--- src/rtl/core/itad_pkg.sv ---
package itad_pkg;

    localparam int VALUE_BITS  = 31;
    localparam int MAX_DIGITS  = 10;
    localparam int CNT_W       = 4;
    localparam int DIGIT_W     = 4;
    localparam int CHAR_W      = 8;
    localparam int ADDR_W      = 3;
    localparam int DATA_W      = 32;

    // floor(x / 10) == (x * RECIP_10) >> RECIP_SHIFT for any x below 2**32
    localparam int RECIP_W     = 32;
    localparam logic [RECIP_W-1:0] RECIP_10 = 32'hCCCC_CCCD;
    localparam int RECIP_SHIFT = 35;

    localparam logic [DIGIT_W-1:0] DEC_BASE = 4'd10;
    localparam int HEX_SHIFT   = 4;

    localparam logic [CHAR_W-1:0] CHAR_ZERO = 8'h30;
    localparam logic [CHAR_W-1:0] CHAR_UPPER_A = 8'h41;
    localparam logic [CHAR_W-1:0] CHAR_UPPER_X = 8'h58;

    // register index is the word address, paddr[2]
    localparam logic REG_RADIX_MODE = 1'b0;

    typedef enum logic [2:0] {
        ST_IDLE,
        ST_EXTRACT,
        ST_PREFIX_ZERO,
        ST_PREFIX_X,
        ST_EMIT
    } itad_state_t;

    typedef struct packed {
        logic load;
        logic step;
        logic hex;
    } itad_ctrl_t;

    typedef struct packed {
        logic [DIGIT_W-1:0] digit;
        logic               final_digit;
    } itad_stat_t;

    function automatic logic [CHAR_W-1:0] digit_to_ascii(input logic [DIGIT_W-1:0] d);
        logic [CHAR_W-1:0] wide;
        wide = {{(CHAR_W-DIGIT_W){1'b0}}, d};
        if (d < DEC_BASE)
            return CHAR_ZERO + wide;
        return CHAR_UPPER_A + wide - {{(CHAR_W-DIGIT_W){1'b0}}, DEC_BASE};
    endfunction

endpackage

--- src/rtl/core/itad_seq.sv ---
module itad_seq (
    input  logic                           clk,
    input  logic                           rst_n,
    input  logic                           start,
    input  logic                           radix_mode,
    input  itad_pkg::itad_stat_t           stat,
    input  logic [itad_pkg::DIGIT_W-1:0]   rd_digit,
    output itad_pkg::itad_ctrl_t           ctrl,
    output logic                           wr_en,
    output logic [itad_pkg::CNT_W-1:0]     wr_idx,
    output logic [itad_pkg::CNT_W-1:0]     rd_idx,
    output logic                           busy,
    output logic                           char_valid,
    output logic [itad_pkg::CHAR_W-1:0]    char_code,
    output logic                           last
);

    itad_pkg::itad_state_t          state_reg, state_next;
    logic [itad_pkg::CNT_W-1:0]     count_reg, count_next;
    logic                           hex_reg, hex_next;
    logic                           valid_reg, valid_next;
    logic [itad_pkg::CHAR_W-1:0]    char_reg, char_next;
    logic                           last_reg, last_next;

    always_comb
    begin
        state_next = state_reg;
        unique case (state_reg)
            itad_pkg::ST_IDLE:
                if (start)
                    state_next = itad_pkg::ST_EXTRACT;
            itad_pkg::ST_EXTRACT:
                if (stat.final_digit)
                    state_next = hex_reg ? itad_pkg::ST_PREFIX_ZERO : itad_pkg::ST_EMIT;
            itad_pkg::ST_PREFIX_ZERO:
                state_next = itad_pkg::ST_PREFIX_X;
            itad_pkg::ST_PREFIX_X:
                state_next = itad_pkg::ST_EMIT;
            itad_pkg::ST_EMIT:
                if (count_reg == itad_pkg::CNT_W'(1))
                    state_next = itad_pkg::ST_IDLE;
            default:
                state_next = itad_pkg::ST_IDLE;
        endcase
    end

    always_comb
    begin
        ctrl.load  = 1'b0;
        ctrl.step  = 1'b0;
        ctrl.hex   = hex_reg;
        wr_en      = 1'b0;
        count_next = count_reg;
        hex_next   = hex_reg;
        valid_next = 1'b0;
        char_next  = char_reg;
        last_next  = 1'b0;
        unique case (state_reg)
            itad_pkg::ST_IDLE:
                if (start)
                begin
                    ctrl.load  = 1'b1;
                    hex_next   = radix_mode;
                    count_next = '0;
                end
            itad_pkg::ST_EXTRACT:
            begin
                ctrl.step  = 1'b1;
                wr_en      = 1'b1;
                count_next = count_reg + itad_pkg::CNT_W'(1);
            end
            itad_pkg::ST_PREFIX_ZERO:
            begin
                valid_next = 1'b1;
                char_next  = itad_pkg::CHAR_ZERO;
            end
            itad_pkg::ST_PREFIX_X:
            begin
                valid_next = 1'b1;
                char_next  = itad_pkg::CHAR_UPPER_X;
            end
            itad_pkg::ST_EMIT:
            begin
                valid_next = 1'b1;
                char_next  = itad_pkg::digit_to_ascii(rd_digit);
                last_next  = (count_reg == itad_pkg::CNT_W'(1));
                count_next = count_reg - itad_pkg::CNT_W'(1);
            end
            default:
            begin
                count_next = '0;
            end
        endcase
    end

    // digits go in least significant first and come back out in reverse
    assign wr_idx = count_reg;
    assign rd_idx = count_reg - itad_pkg::CNT_W'(1);

    always_ff @(posedge clk or negedge rst_n)
    begin
        if (!rst_n)
        begin
            state_reg <= itad_pkg::ST_IDLE;
            count_reg <= '0;
            hex_reg   <= 1'b0;
            valid_reg <= 1'b0;
            last_reg  <= 1'b0;
        end
        else
        begin
            state_reg <= state_next;
            count_reg <= count_next;
            hex_reg   <= hex_next;
            valid_reg <= valid_next;
            last_reg  <= last_next;
        end
    end

    always_ff @(posedge clk)
    begin
        char_reg <= char_next;
    end

    assign busy       = (state_reg != itad_pkg::ST_IDLE);
    assign char_valid = valid_reg;
    assign char_code  = char_reg;
    assign last       = last_reg;

endmodule

--- config.mk ---
export PLATFORM = sky130hd
export DESIGN_NAME = itad_seq
export DESIGN_NICKNAME = d
export VERILOG_FILES = /design/src/rtl/core/itad_pkg.sv /design/src/rtl/core/itad_seq.sv
export SDC_FILE = /design/constraint.sdc
export NUM_CORES = 1
export LEC_CHECK = 0
export BUFFER_PORTS_ARGS = -buffer_cell sky130_fd_sc_hd__clkbuf_2
export CORE_ASPECT_RATIO = 0.8
export CORE_MARGIN = 10
export CORE_UTILIZATION = 47
export DETAILED_ROUTE_END_ITERATION = 8
export PLACE_DENSITY = 0.77
export SETUP_SLACK_MARGIN = 0.1
export SKIP_LAST_GASP = 1
export SYNTH_ARGS = -nofsm -noshare
export SYNTH_HDL_FRONTEND = slang
export SYNTH_SLANG_ARGS = --single-unit
--- constraint.sdc ---
create_clock -name clk -period 1.72 [get_ports clk]
set_input_delay 0 -clock clk [delete_from_list [all_inputs] [get_ports clk]]
set_output_delay 0 -clock clk [all_outputs]
set_load 0.05 [all_outputs]
==> results.toml <==
[critical_path]
rrSetupSlack_ns = 0.19
r2r_start = "state_reg[2]$_DFFE_PN0P_"
arrival_ns = 1.59
cp_max_fo = 8
r2r_cells = 5
cp-end-kind = "output port"
cpMaxStageDelayCell = "dfrtp_1"
cp-endpoint = "ctrl[1]"
r2r-end = "wr_idx[2]$_DFFE_PN0P_"
startpoint_type = "register"
cp_cell_sequence = "buf_4 -> or3b_4 -> inv_4 -> clkbuf_8"
critPathMaxStageDelay_ns = 0.43
crit_type = "reg -> out"
critPathLaunch = "state_reg[2]$_DFFE_PN0P_"
crit_required_ns = 1.72

[synthesis]
syn_area_um2 = 934.6
ys_warn_count = 0
synth_top_area_cell = "dfrtp_1"
seq_area_frac_synth_pct = 49.26
synthCells = 90
synth_top_area_share_pct = 26.77
syn_avg_cell_area_um2 = 10.38
synth.area.top_cells = "dfrtp_1 27%, edfxtp_1 22%, ha_1 5.4%"
ys_ff_latch = 17
syn_nets = 107
synth.distinct_cells = 37

[final_layout]
nFillCells = 145
fin_util_pct = 68.06
largest_reg_flops = 7
syn_to_final_growth_pct = 37.75
nets = 148
num_antenna_cells = 0
multi_input_area_um2 = 447.9
regArea_um2 = 465.4
drive_gt1_share_pct = 45.38

[clock_network]
cts_tree = "yes"
insertion_delay_ns = 0.28
clockRootBuffer = "clkbuf_4"
clkSinkCount = 17
cts_buffer_depth = 2
htree_levels = 1
clk_pin_slew_ns = 0.11
cts_buffers = 3

[place]
gp_congestion = 0.7892
port_buffers = 30
dp_hpwl_mm = 1.795

[global_routing]
grt_pass1_wl_mm = 4.008
overflow = 0
grt_max_degree = 11
grt_usage_pct = 11.37
antenna_found_initial = 0
first_global_vias = 835

[min_path]
hp-class = "in -> reg"
hold_path_depth = 3

[route]
firstDrtPassIters = 4
antenna_left = 0
via_per_inst = 5.286
drc_errors = 0
drtIter0Drc = 14
wl_mm = 2.375
wl_per_cell_um = 15.42
dr_total_vias = 814

[die]
die_area_um2 = 4183
ioPinCount = 36
core_um2 = 1892
fp.dieH_um = 59.89
rows = 14
start_util_pct = 49.40
die_w_um = 69.86

[status]
status = "complete, no violations"

[timing]
hold_viol_final = 0
setup_tns_ns = 0
fin_crit_ns = 1.593
rsz0062_at_grt = "yes"
setup_violations = 0
clock_skew_ns = 0.002043
fmax_mhz = 627.9
drv_slew = 0
fin_crit_sh_pct = 92.60

[run]
maxCapViolCount = 0
-- layout by cell type, fill, tap and decap left out, types with 3 or more instances in the layout --
master / count
a21oi_1: 6
buf_4: 10
clkbuf_2: 25
clkbuf_4: 3
clkbuf_8: 3
dfrtp_1: 6
dfrtp_2: 4
dlygate4sd3_1: 3
edfxtp_1: 7
ha_1: 3
inv_1: 7
nand2_1: 7
nor2_1: 3
nor3b_1: 3
o21ai_0: 7
or3_1: 3
-- worst min path at each step --
stage,start,endpoint,slack (ns)
6_report,start,state_reg[0]$_DFFE_PN0P_,0.09
5_1_grt,rd_digit[3],char_code[1]$_SDFFCE_PN0P_,0.09
4_1_cts,rd_digit[3],char_code[1]$_SDFFCE_PN0P_,0.09
3_5_place_dp,rst_n,hex_reg$_DFFE_PN0P_,-0.12
3_3_place_gp,rst_n,hex_reg$_DFFE_PN0P_,-0.12
2_1_floorplan,rst_n,char_valid$_DFF_PN0_,-0.30
-- worst max-delay path: cells and delay by family, from the launching register on --
kind,cells,cell delay [ns]
buffers and inverters,3,0.46
DFF,1,0.43
and+or+nand+nor,1,0.41
-- routing by layer --
layer	up-vias	global-route usage, %	routed length (µm)
met1	390	14.00	1055
met5	-	0	0
li1	398	-	-
met3	0	2.483	126
met2	26	19.10	1194
met4	0	4.494	0
-- cell type report --
cell class / count / share of cell area, %
Clock buffer: 3 / 1.749
Clock inverter: 1 / 0.3887
Inverter: 9 / 3.110
Multi-Input combinational cell: 58 / 34.79
Sequential cell: 17 / 36.15
Tap cell: 24 / 2.332
Timing Repair Buffer: 42 / 21.48
-- kinds of logic (layout without fill, tap and decap cells) --
logic type / count (synthesis) / count (layout) / share of synthesized area (%)
compound gates: 25 / 25 / 17.27
flops: 17 / 17 / 49.26
other cells: 1 / 1 / 0.4012
fa+ha+maj: 4 / 4 / 5.355
simple gates: 26 / 26 / 17.00
xor+xnor: 2 / 2 / 1.875
buf+inv: 15 / 55 / 8.835
-- cell usage after synthesis, drive strengths merged --
library cell and instances:
xor2 1, and3 1, nand2 7, nor3b 3, o221ai 1, or3b 2
dfrtp 10, conb 1, o21ba 1, o21a 1, and4b 1, a21oi 6
and2 1, o22a 1, or2 1, or3 4, nor2 3, a31oi 1
a221oi 1, o22ai 1, ha 4, a211oi 1, buf 6, or4 1
nor4b 1, o31ai 1, nor2b 1, o32ai 1, edfxtp 7, inv 9
xnor2 1, o211ai 1, a211o 1, o21ai 7
-- timing repair --
item,in CTS,in global routing
gates resized for setup,8,8
buffers inserted,0,4
hold buffers,3,0
endpoints found under the hold margin,12,0
setup endpoints to repair,3,7
-- per-stage QoR --
step | setup slack [ns] | instances | cell area, µm² | hold WS [ns]
global route | 0.07642 | 154 | 1287 | 0.09106
CTS | 0.1128 | 150 | 1246 | 0.08640
floorplan | 0.06947 | 90 | 992.2 | -0.2956
global placement | 0.2520 | 143 | 1161 | -0.1179
detailed placement | 0.2261 | 143 | 1161 | -0.1188
finish | 0.1273 | 154 | 1287 | 0.08604
Power is not shown: default switching activity piles up to over one toggle a cycle in this logic, so the estimate is an artifact.
