$ cat src/rtl/core/itad_pkg.sv
package itad_pkg;

    localparam int VALUE_BITS  = 31;
    localparam int MAX_DIGITS  = 10;
    localparam int CNT_W       = 4;
    localparam int DIGIT_W     = 4;
    localparam int CHAR_W      = 8;
    localparam int ADDR_W      = 3;
    localparam int DATA_W      = 32;

    // floor(x / 10) == (x * RECIP_10) >> RECIP_SHIFT for any x below 2**32
    localparam int RECIP_W     = 32;
    localparam logic [RECIP_W-1:0] RECIP_10 = 32'hCCCC_CCCD;
    localparam int RECIP_SHIFT = 35;

    localparam logic [DIGIT_W-1:0] DEC_BASE = 4'd10;
    localparam int HEX_SHIFT   = 4;

    localparam logic [CHAR_W-1:0] CHAR_ZERO = 8'h30;
    localparam logic [CHAR_W-1:0] CHAR_UPPER_A = 8'h41;
    localparam logic [CHAR_W-1:0] CHAR_UPPER_X = 8'h58;

    // register index is the word address, paddr[2]
    localparam logic REG_RADIX_MODE = 1'b0;

    typedef enum logic [2:0] {
        ST_IDLE,
        ST_EXTRACT,
        ST_PREFIX_ZERO,
        ST_PREFIX_X,
        ST_EMIT
    } itad_state_t;

    typedef struct packed {
        logic load;
        logic step;
        logic hex;
    } itad_ctrl_t;

    typedef struct packed {
        logic [DIGIT_W-1:0] digit;
        logic               final_digit;
    } itad_stat_t;

    function automatic logic [CHAR_W-1:0] digit_to_ascii(input logic [DIGIT_W-1:0] d);
        logic [CHAR_W-1:0] wide;
        wide = {{(CHAR_W-DIGIT_W){1'b0}}, d};
        if (d < DEC_BASE)
            return CHAR_ZERO + wide;
        return CHAR_UPPER_A + wide - {{(CHAR_W-DIGIT_W){1'b0}}, DEC_BASE};
    endfunction

endpackage

$ cat src/rtl/core/itad_digit_store.sv
module itad_digit_store (
    input  logic                           clk,
    input  logic                           wr_en,
    input  logic [itad_pkg::CNT_W-1:0]     wr_idx,
    input  logic [itad_pkg::DIGIT_W-1:0]   wr_digit,
    input  logic [itad_pkg::CNT_W-1:0]     rd_idx,
    output logic [itad_pkg::DIGIT_W-1:0]   rd_digit
);

    logic [itad_pkg::DIGIT_W-1:0] store_reg [itad_pkg::MAX_DIGITS];

    always_ff @(posedge clk)
    begin
        if (wr_en && (wr_idx < itad_pkg::CNT_W'(itad_pkg::MAX_DIGITS)))
            store_reg[wr_idx] <= wr_digit;
    end

    assign rd_digit = (rd_idx < itad_pkg::CNT_W'(itad_pkg::MAX_DIGITS))
                    ? store_reg[rd_idx] : '0;

endmodule

$ cat config.mk
export PLATFORM = sky130hd
export DESIGN_NAME = itad_digit_store
export DESIGN_NICKNAME = d
export VERILOG_FILES = /design/src/rtl/core/itad_pkg.sv /design/src/rtl/core/itad_digit_store.sv
export SDC_FILE = /design/constraint.sdc
export NUM_CORES = 1
export LEC_CHECK = 0
export ABC_CLOCK_PERIOD_IN_PS = 1600
export BUFFER_PORTS_ARGS = -buffer_cell sky130_fd_sc_hd__buf_2
export CAP_MARGIN = 20
export CORE_AREA = 3 3 53 68
export DETAILED_ROUTE_END_ITERATION = 7
export DIE_AREA = 0 0 56 71
export PLACE_DENSITY_LB_ADDON = 0.2
export SLEW_MARGIN = 20
export SYNTH_ARGS = -nofsm -noshare
export SYNTH_HDL_FRONTEND = slang
export SYNTH_SLANG_ARGS = --single-unit
$ cat constraint.sdc
create_clock -name clk -period 1.6 [get_ports clk]
set_input_delay 0.24 -clock clk [delete_from_list [all_inputs] [get_ports clk]]
set_output_delay 0.24 -clock clk [all_outputs]
set_load 0.01 [all_outputs]
==> results of run 1 <==
[critical path: stages (launching register included)]
cell,delay (ns)
edfxtp_1,0.39
a2111oi_2,0.45
o41ai_2,0.10
buf_2,0.14
[final timing paths]
kind,end,slack (ns)
max,rd_digit[3],0.008
min,store_reg[0][3],0.28
[routing by layer]
| layer | wire (µm) | share of wire | vias up | global-route usage |
|---|---|---|---|---|
| met5 | 0 | 0 | - | 0 |
| met4 | 59 | 0.020 | 0 | 0.0633 |
| met3 | 157 | 0.053 | 7 | 0.0529 |
| met2 | 1530 | 0.51 | 26 | 0.277 |
| met1 | 1230 | 0.41 | 464 | 0.180 |
| li1 | - | - | 462 | - |
[what timing repair did]
action,in CTS,in global routing
gates cloned,0,0
setup endpoints to repair,4,4
pin swaps,5,4
gates resized for setup,12,17
[kinds of logic (layout without fill, tap and decap cells)]
group | Yosys count | in the layout | share of synthesized area
AND/OR/NAND/NOR | 32 | 32 | 0.102
multiplexers | 12 | 12 | 0.0809
AO/OA/AOI/OAI | 16 | 16 | 0.0749
buffers and inverters | 3 | 31 | 0.0232
flip-flops | 40 | 40 | 0.719
[synth_stat cells]
cell | number | area (µm²)
edfxtp_1 | 40 | 1200
mux2_2 | 8 | 90.1
nor2b_1 | 8 | 50.1
nor2_1 | 7 | 26.3
nand2_1 | 6 | 22.5
a2111oi_0 | 4 | 35.0
a211oi_1 | 4 | 30.0
mux2_1 | 4 | 45.0
nand2b_1 | 4 | 25.0
o22ai_1 | 4 | 25.0
o41ai_1 | 4 | 35.0
nor3_1 | 3 | 15.0
nand3b_1 | 2 | 15.0
buf_12 | 1 | 20.0
buf_4 | 1 | 7.51
buf_6 | 1 | 11.3
nor3b_1 | 1 | 7.51
or3b_2 | 1 | 8.76
[metrics by stage]
| stage | setup slack (ns) | instance area (µm²) | hold slack (ns) | power, mW | util |
|---|---|---|---|---|---|
| 2_1_floorplan | 0.157 | 1670 | 0.339 | 1.28 | - |
| 3_3_place_gp | -0.143 | 1820 | 0.571 | 1.34 | 0.586 |
| 3_5_place_dp | -0.178 | 1820 | 0.581 | 1.34 | 0.586 |
| 4_1_cts | -0.0186 | 1970 | 0.279 | 2.13 | 0.635 |
| 5_1_grt | -0.0821 | 2060 | 0.297 | 2.20 | 0.663 |
| 6_report | 0.00803 | 2060 | 0.283 | 2.12 | 0.663 |
[layout by cell type, fill, tap and decap left out, drive strengths merged]
cell and n:
nor3 3, buf 23, nor2 7, clkinv 1
a2111oi 4, nor2b 8, o22ai 4, clkbuf 6
nand2b 4, edfxtp 40, a211oi 4, nand2 6
mux2 12, bufinv 1, nand3b 2, o41ai 4
nor3b 1, or3b 1
[layout make-up]
class,count,area share
tap,37,0.0225
timing repair buffer,23,0.0722
clock inverter,2,0.0170
sequential,40,0.583
multi-input combinational,60,0.271
clock buffer,6,0.0352
[power by group]
part / switching (mW) / internal (mW) / total [mW]
clock: 0.306 / 0.462 / 0.768
combinational: 0.0973 / 0.0780 / 0.175
sequential: 0.00545 / 1.17 / 1.18
total: 0.409 / 1.71 / 2.12
==> impl_metrics.csv, run 1 <==
group,metric,value,unit
outcome,status,"finished clean",
floorplanning,core.rowCount,23,
logic_synthesis,netlist_area,1670,µm²
sta,rsz0062_at_grt,"yes",
hold_path,whs_path_depth,1,
drt,drt-total-wl,2980,µm
floorplanning,ioPinCount,18,
place,dp_hpwl,2090,µm
sta,min_period,1.59,ns
final_layout,num-fill-cells,219,
clocking,cts_tree,"built",
clocking,cts_buffer_depth,2,
logic_synthesis,yosysWarnings,0,
final_layout,nNetsFinal,144,
hold_path,min-delay-start,"wr_digit[3]",
drt,num_vias,959,
power_and_ir_drop,power_density,1030,nW/µm²
worst_setup_path,path_class,"reg -> out",
floorplanning,die-area,3980,µm²
drt,drtIter0Drc,33,
sta,finalHoldViolations,0,
clocking,cts.clk_slew.worst_paths,0.07,ns
logic_synthesis,ys_types,18,
sta,slew_viol_final,0,
worst_setup_path,cp-end-kind,"primary output",
worst_setup_path,startpoint,"store_reg[1][3]",
drt,ant_nets,0,
final_layout,antenna_cells,0,
grt,grt_max_degree,25,
sta,slew_headroom,0.689,
job,maxCapViolCount,0,
clocking,cts.sink_count,40,
sta,fin_tns_setup,0,ns
clocking,numCtsBuffers,5,
final_layout,regArea,1200,µm²
place,routabilityCongestion,0.767,
place,io_buffers,17,
sta,setup-violations-final,0,
power_and_ir_drop,p_leak,0.694,nW
power_and_ir_drop,vdd_drop_max,1080,µV
grt,grt_pass1_wl,4550,µm
grt,grt_overflow,0,
worst_setup_path,startpoint_type,"flop",
logic_synthesis,synth_cells,103,
floorplanning,coreArea,3110,µm²
drt,wl_per_cell,17.7,µm
sta,tightest_slew,0.466,ns
logic_synthesis,synth_nets,117,
final_layout,finalNonFillerCells,168,
final_layout,multi_input_area,558,µm²
clocking,cts_root_buffer,"clkbuf_8",
worst_setup_path,crit_arrival,1.35,ns
drt,avgViaCountPerCell,5.71,
final_layout,drive_above_1_share,0.443,
logic_synthesis,syn_avg_cell_area,16.2,µm²
clocking,post_cts_buffers,0,
floorplanning,die_x,56,µm
sta,fmax,628,MHz
worst_setup_path,critical_path.max_fanout,1,
grt,grt_util_all_layers,0.159,
final_layout,syn_to_final_growth,23.4,%
floorplanning,start_util,0.537,
floorplanning,die_h,71,µm
sta,finalCritPeriodShare,0.995,
clocking,cts_max_level,2,
hold_path,hold_class,"in -> reg",
final_layout,largest_register_ffs,40,
logic_synthesis,ys_seq_area_frac,0.719,
clocking,hold_buffers,0,
place,dpl.cell_count,160,
drt,drc_errors,0,
grt,grt_pass1_vias,954,
drt,firstDrtPassIters,4,
grt,antenna_found_initial,0,
logic_synthesis,ys_seq_elements,40,
worst_setup_path,required,1.36,ns
Note: power is estimated with default switching activity, not from simulation.
==> run 2, diff against run 1 <==
- PLACE_DENSITY: default -> 0.79
- PLACE_DENSITY_LB_ADDON: 0.2 -> default
==> impl_metrics.csv, run 2 (same netlist as run 1, synthesis figures left out) <==
group,metric,value,unit
worst_setup_path,critical_path.max_fanout,8,
sta,finalCritPeriodShare,1.02,
sta,rsz0062_at_grt,"yes",
final_layout,syn_to_final_growth,23.9,%
drt,firstDrtPassIters,4,
grt,grt_overflow,0,
clocking,cts_tree,"built",
place,dpl.cell_count,163,
grt,grt_pass1_wl,4710,µm
grt,antenna_found_initial,0,
place,routabilityCongestion,0.901,
grt,use_met3,0.0383,
sta,min_period,1.63,ns
grt,grt_util_all_layers,0.162,
clocking,numCtsBuffers,5,
worst_setup_path,crit_arrival,1.39,ns
drt,drc_errors,0,
sta,setup_ws,-0.0263,ns
clocking,cts_buffer_depth,2,
clocking,cts.sink_count,40,
clocking,cts.clk_slew.worst_paths,0.07,ns
outcome,status,"finished, violations left",
floorplanning,coreArea,3110,µm²
place,dp_hpwl,2190,µm
final_layout,antenna_cells,0,
grt,grt_pass1_vias,966,
power_and_ir_drop,p_leak,0.693,nW
drt,wl_per_cell,18.1,µm
grt,top_usage_layer,"met2",
final_layout,largest_register_ffs,40,
worst_setup_path,cp-end-kind,"primary output",
final_layout,mostFrequentLayoutCells,"40 x edfxtp_1, 16 x buf_2, 7 x nor2_1, 7 x buf_4, 6 x nand2_1",
final_layout,drive_above_1_share,0.429,
sta,fmax,615,MHz
floorplanning,die-area,3980,µm²
outcome,violations,"negative setup slack",
grt,grt_max_degree,13,
floorplanning,die_h,71,µm
power_and_ir_drop,power,1.96,mW
drt,avgViaCountPerCell,5.71,
hold_path,whs_path_depth,1,
hold_path,hold_class,"in -> reg",
clocking,hold_buffers,0,
worst_setup_path,startpoint_type,"primary input",
drt,drtIter0Drc,49,
floorplanning,core.rowCount,23,
worst_setup_path,path_class,"in -> out",
sta,tightest_slew,0.471,ns
drt,ant_nets,0,
final_layout,finalNonFillerCells,170,
job,maxCapViolCount,0,
sta,setup-violations-final,3,
final_layout,fin_area,2070,µm²
sta,slew_viol_final,0,
clocking,cts_max_level,2,
power_and_ir_drop,vdd_drop_max,568,µV
final_layout,num-fill-cells,193,
sta,slew_headroom,0.686,
floorplanning,start_util,0.537,
sta,finalHoldViolations,0,
final_layout,final_common_cell,"edfxtp_1",
sta,holdWs,0.277,ns
power_and_ir_drop,power_density,947,nW/µm²
final_layout,nNetsFinal,146,
worst_setup_path,required,1.36,ns
grt,grt_use_met1,0.182,
drt,num_vias,971,
floorplanning,die_x,56,µm
grt,grt_use_met2,0.290,
place,place_area,1830,µm²
clocking,cts_root_buffer,"clkbuf_8",
floorplanning,ioPinCount,18,
place,io_buffers,17,
drt,drt-total-wl,3070,µm
place,place_ws,-0.0470,ns
-- run 2: cell count changes in the layout (fill, tap and decap cells not counted), sizes merged --
cell | before | now
bufinv | 1 | 0
buf | 23 | 25
clkinvlp | 0 | 1
-- run 2: timing repair --
action                                 CTS  global route
resized for setup                       20            12
setup endpoints to repair                4             4
endpoints found under the hold margin    0             0
setup buffers                            0             0
pin swaps                                6             5
-- run 2: final timing paths --
check	from	endpoint
hold / removal	wr_digit[1]	store_reg[2][1]
setup / recovery	rd_idx[1]	rd_digit[2]
-- run 2: area by class of cell --
type | count | area, µm² | area share
sequential | 40 | 1200 | 0.580
multi-input combinational | 60 | 583 | 0.282
timing repair buffer | 25 | 155 | 0.0750
clock buffer | 6 | 72.6 | 0.0351
tap | 37 | 46.3 | 0.0224
clock inverter | 2 | 11.3 | 0.00544
-- run 2: report_power, final --
part | internal (mW) | total, mW | leakage (nW) | switching [mW]
sequential | 1.17 | 1.18 | 0.361 | 0.00632
combinational | 0.0811 | 0.182 | 0.293 | 0.101
clock | 0.301 | 0.598 | 0.0388 | 0.297
-- run 2: stage by stage --
step,setup TNS (ns),utilization
finish,-0.0512,0.666
global placement,0,0.589
global route,-0.200,0.666
floorplan,0,-
detailed placement,-0.0752,0.589
CTS,-0.0321,0.644
-- run 2: per-layer routing --
| metal | part of all wire | wire length, µm | vias to the layer above |
|---|---|---|---|
| met5 | 0 | 0 | - |
| met1 | 0.39 | 1200 | 462 |
| met4 | 0.030 | 93 | 0 |
| li1 | - | - | 466 |
| met2 | 0.54 | 1660 | 33 |
| met3 | 0.039 | 121 | 10 |
-- run 2: worst max-delay path: stages --
cell and delay (ns):
buf_2 0.24, nand2b_1 0.27, o22ai_2 0.13, o41ai_2 0.32, buf_2 0.18
==> run 3, diff against run 2 <==
- ABC_AREA: default -> 1
- CORE_AREA: 3 3 53 68 -> 3 3 55 69
- DIE_AREA: 0 0 56 71 -> 0 0 58 72
- PLACE_DENSITY: 0.79 -> 0.8
- SLEW_MARGIN: 20 -> 30
==> impl_metrics.csv, run 3 <==
group,metric,value,unit
floorplanning,ioPinCount,18,
place,place_area,1930,µm²
floorplanning,die_x,58,µm
final_layout,fin_area,2050,µm²
logic_synthesis,synth-edff-count,40,
sta,holdWs,0.285,ns
logic_synthesis,ys_seq_elements,40,
sta,setup_ws,0.0924,ns
clocking,cts_resized,0,
logic_synthesis,synth_top_flop_cell,"edfxtp_1",
logic_synthesis,ys_types,13,
sta,setup-violations-final,0,
final_layout,largest_register_ffs,40,
drt,num_vias,1259,
drt,drtIter0Drc,89,
outcome,status,"finished clean",
final_layout,final_util,0.636,
place,routabilityCongestion,0.976,
drt,drc_errors,0,
worst_setup_path,path_class,"reg -> out",
clocking,cts_buffer_depth,2,
logic_synthesis,syn_avg_cell_area,10.2,µm²
worst_setup_path,crit_arrival,1.27,ns
grt,grt_overflow,0,
drt,ant_nets,0,
logic_synthesis,synthArstFlopShare,0,
clocking,cts_tree,"built",
clocking,cts_root_buffer,"clkbuf_8",
logic_synthesis,yosysTopAreaCell,"edfxtp_1",
grt,grt_max_degree,18,
final_layout,final_common_cell,"nand2_1",
clocking,cts.clk_slew.worst_paths,0.07,ns
worst_setup_path,cpPeakStageDelay,0.39,ns
sta,finalHoldViolations,0,
logic_synthesis,netlist.area_leader.share,0.668,
logic_synthesis,synth_cells,177,
drt,wl_per_cell,13.9,µm
place,dpl.cell_count,232,
logic_synthesis,synth_common_cells,"41 x nand2_1, 40 x edfxtp_1, 27 x nor2_1, 26 x inv_1, 21 x nand3_1",
place,io_buffers,17,
hold_path,min-delay-start,"wr_digit[2]",
clocking,hold_buffers,0,
sta,fmax,663,MHz
floorplanning,start_util,0.558,
clocking,numCtsBuffers,5,
worst_setup_path,slowest_stage,"edfxtp_1",
final_layout,finalNonFillerCells,240,
job,maxCapViolCount,0,
worst_setup_path,path_cells,"nand2_1, nand3_2, nor2_2, nor2_1, nand2_1, a21oi_1, buf_2",
worst_setup_path,startpoint_type,"flop",
worst_setup_path,startpoint,"store_reg[3][1]",
logic_synthesis,synth.area.top_cells,"edfxtp_1 67%, nand2_1 8.6%, nand3_1 5.8%",
worst_setup_path,required,1.36,ns
logic_synthesis,yosysWarnings,0,
final_layout,nNetsFinal,216,
hold_path,hold_class,"in -> reg",
grt,antenna_found_initial,0,
clocking,cts.sink_count,40,
drt,avgViaCountPerCell,5.25,
power_and_ir_drop,p_leak,0.865,nW
logic_synthesis,netlist_area,1800,µm²
clocking,post_cts_buffers,0,
place,dp_hpwl,2510,µm
clocking,cts_max_level,2,
worst_setup_path,cp-end-kind,"primary output",
sta,fin_tns_setup,0,ns
drt,firstDrtPassIters,4,
sta,rsz0062_at_grt,"no",
final_layout,antenna_cells,0,
floorplanning,die_h,72,µm
drt,drt-total-wl,3320,µm
worst_setup_path,crit_top_cell,"nand2_1",
logic_synthesis,synth_nets,191,
floorplanning,coreArea,3220,µm²
grt,grt_util_all_layers,0.180,
place,place_ws,0.0790,ns
logic_synthesis,synth_most_common_cell,"nand2_1",
floorplanning,die-area,4180,µm²
final_layout,drive_above_1_share,0.177,
grt,grt_pass1_wl,5470,µm
floorplanning,core.rowCount,23,
logic_synthesis,ys_seq_area_frac,0.668,
grt,grt_pass1_vias,1217,
sta,finalCritPeriodShare,0.942,
worst_setup_path,critical_path.max_fanout,1,
sta,min_period,1.51,ns
final_layout,mostFrequentLayoutCells,"41 x nand2_1, 40 x edfxtp_1, 26 x inv_1, 26 x nor2_1, 20 x nand3_1",
power_and_ir_drop,vdd_drop_max,941,µV
sta,slew_headroom,0.730,
power_and_ir_drop,power_density,1030,nW/µm²
power_and_ir_drop,power,2.12,mW
sta,tightest_slew,0.404,ns
sta,slew_viol_final,0,
final_layout,syn_to_final_growth,14.0,%
==> run 3: cell type report <==
class                   instances  area, µm²
clock buffers                   5       68.8
clock inverters                 3       42.5
fillers                       254       1170
inverters                      28        108
multi-input cells             104        450
flip-flops and latches         40       1200
well taps                      37       46.3
repair buffers                 23        133
==> run 3: worst paths after layout <==
kind  depth (start not counted)               to  slack (ns)
max                           7      rd_digit[1]        0.09
min                           1  store_reg[8][2]        0.29
==> run 3: logic make-up (layout without fill, tap and decap cells) <==
| family | after synthesis | after routing | share of synthesized area |
|---|---|---|---|
| compound gates | 9 | 9 | 0.0251 |
| buf+inv | 33 | 59 | 0.0856 |
| flops | 40 | 40 | 0.668 |
| simple gates | 95 | 95 | 0.221 |
==> run 3: critical path, delay by kind of cell (launching register included) <==
family / cells / cell delay [ns]
compound gates: 1 / 0.05
simple gates: 5 / 0.39
buf+inv: 1 / 0.14
flops: 1 / 0.39
==> run 3: report_power, final <==
group          internal [mW]  leakage [nW]  switching, mW
logic                 0.0548         0.451          0.105
clock network          0.461        0.0541          0.327
registers               1.17         0.361        0.00433
==> run 3: metal layers <==
metal | track usage | share of wire
met1 | 0.212 | 0.42
met2 | 0.299 | 0.49
met5 | 0 | 0
met3 | 0.0374 | 0.057
met4 | 0.111 | 0.033
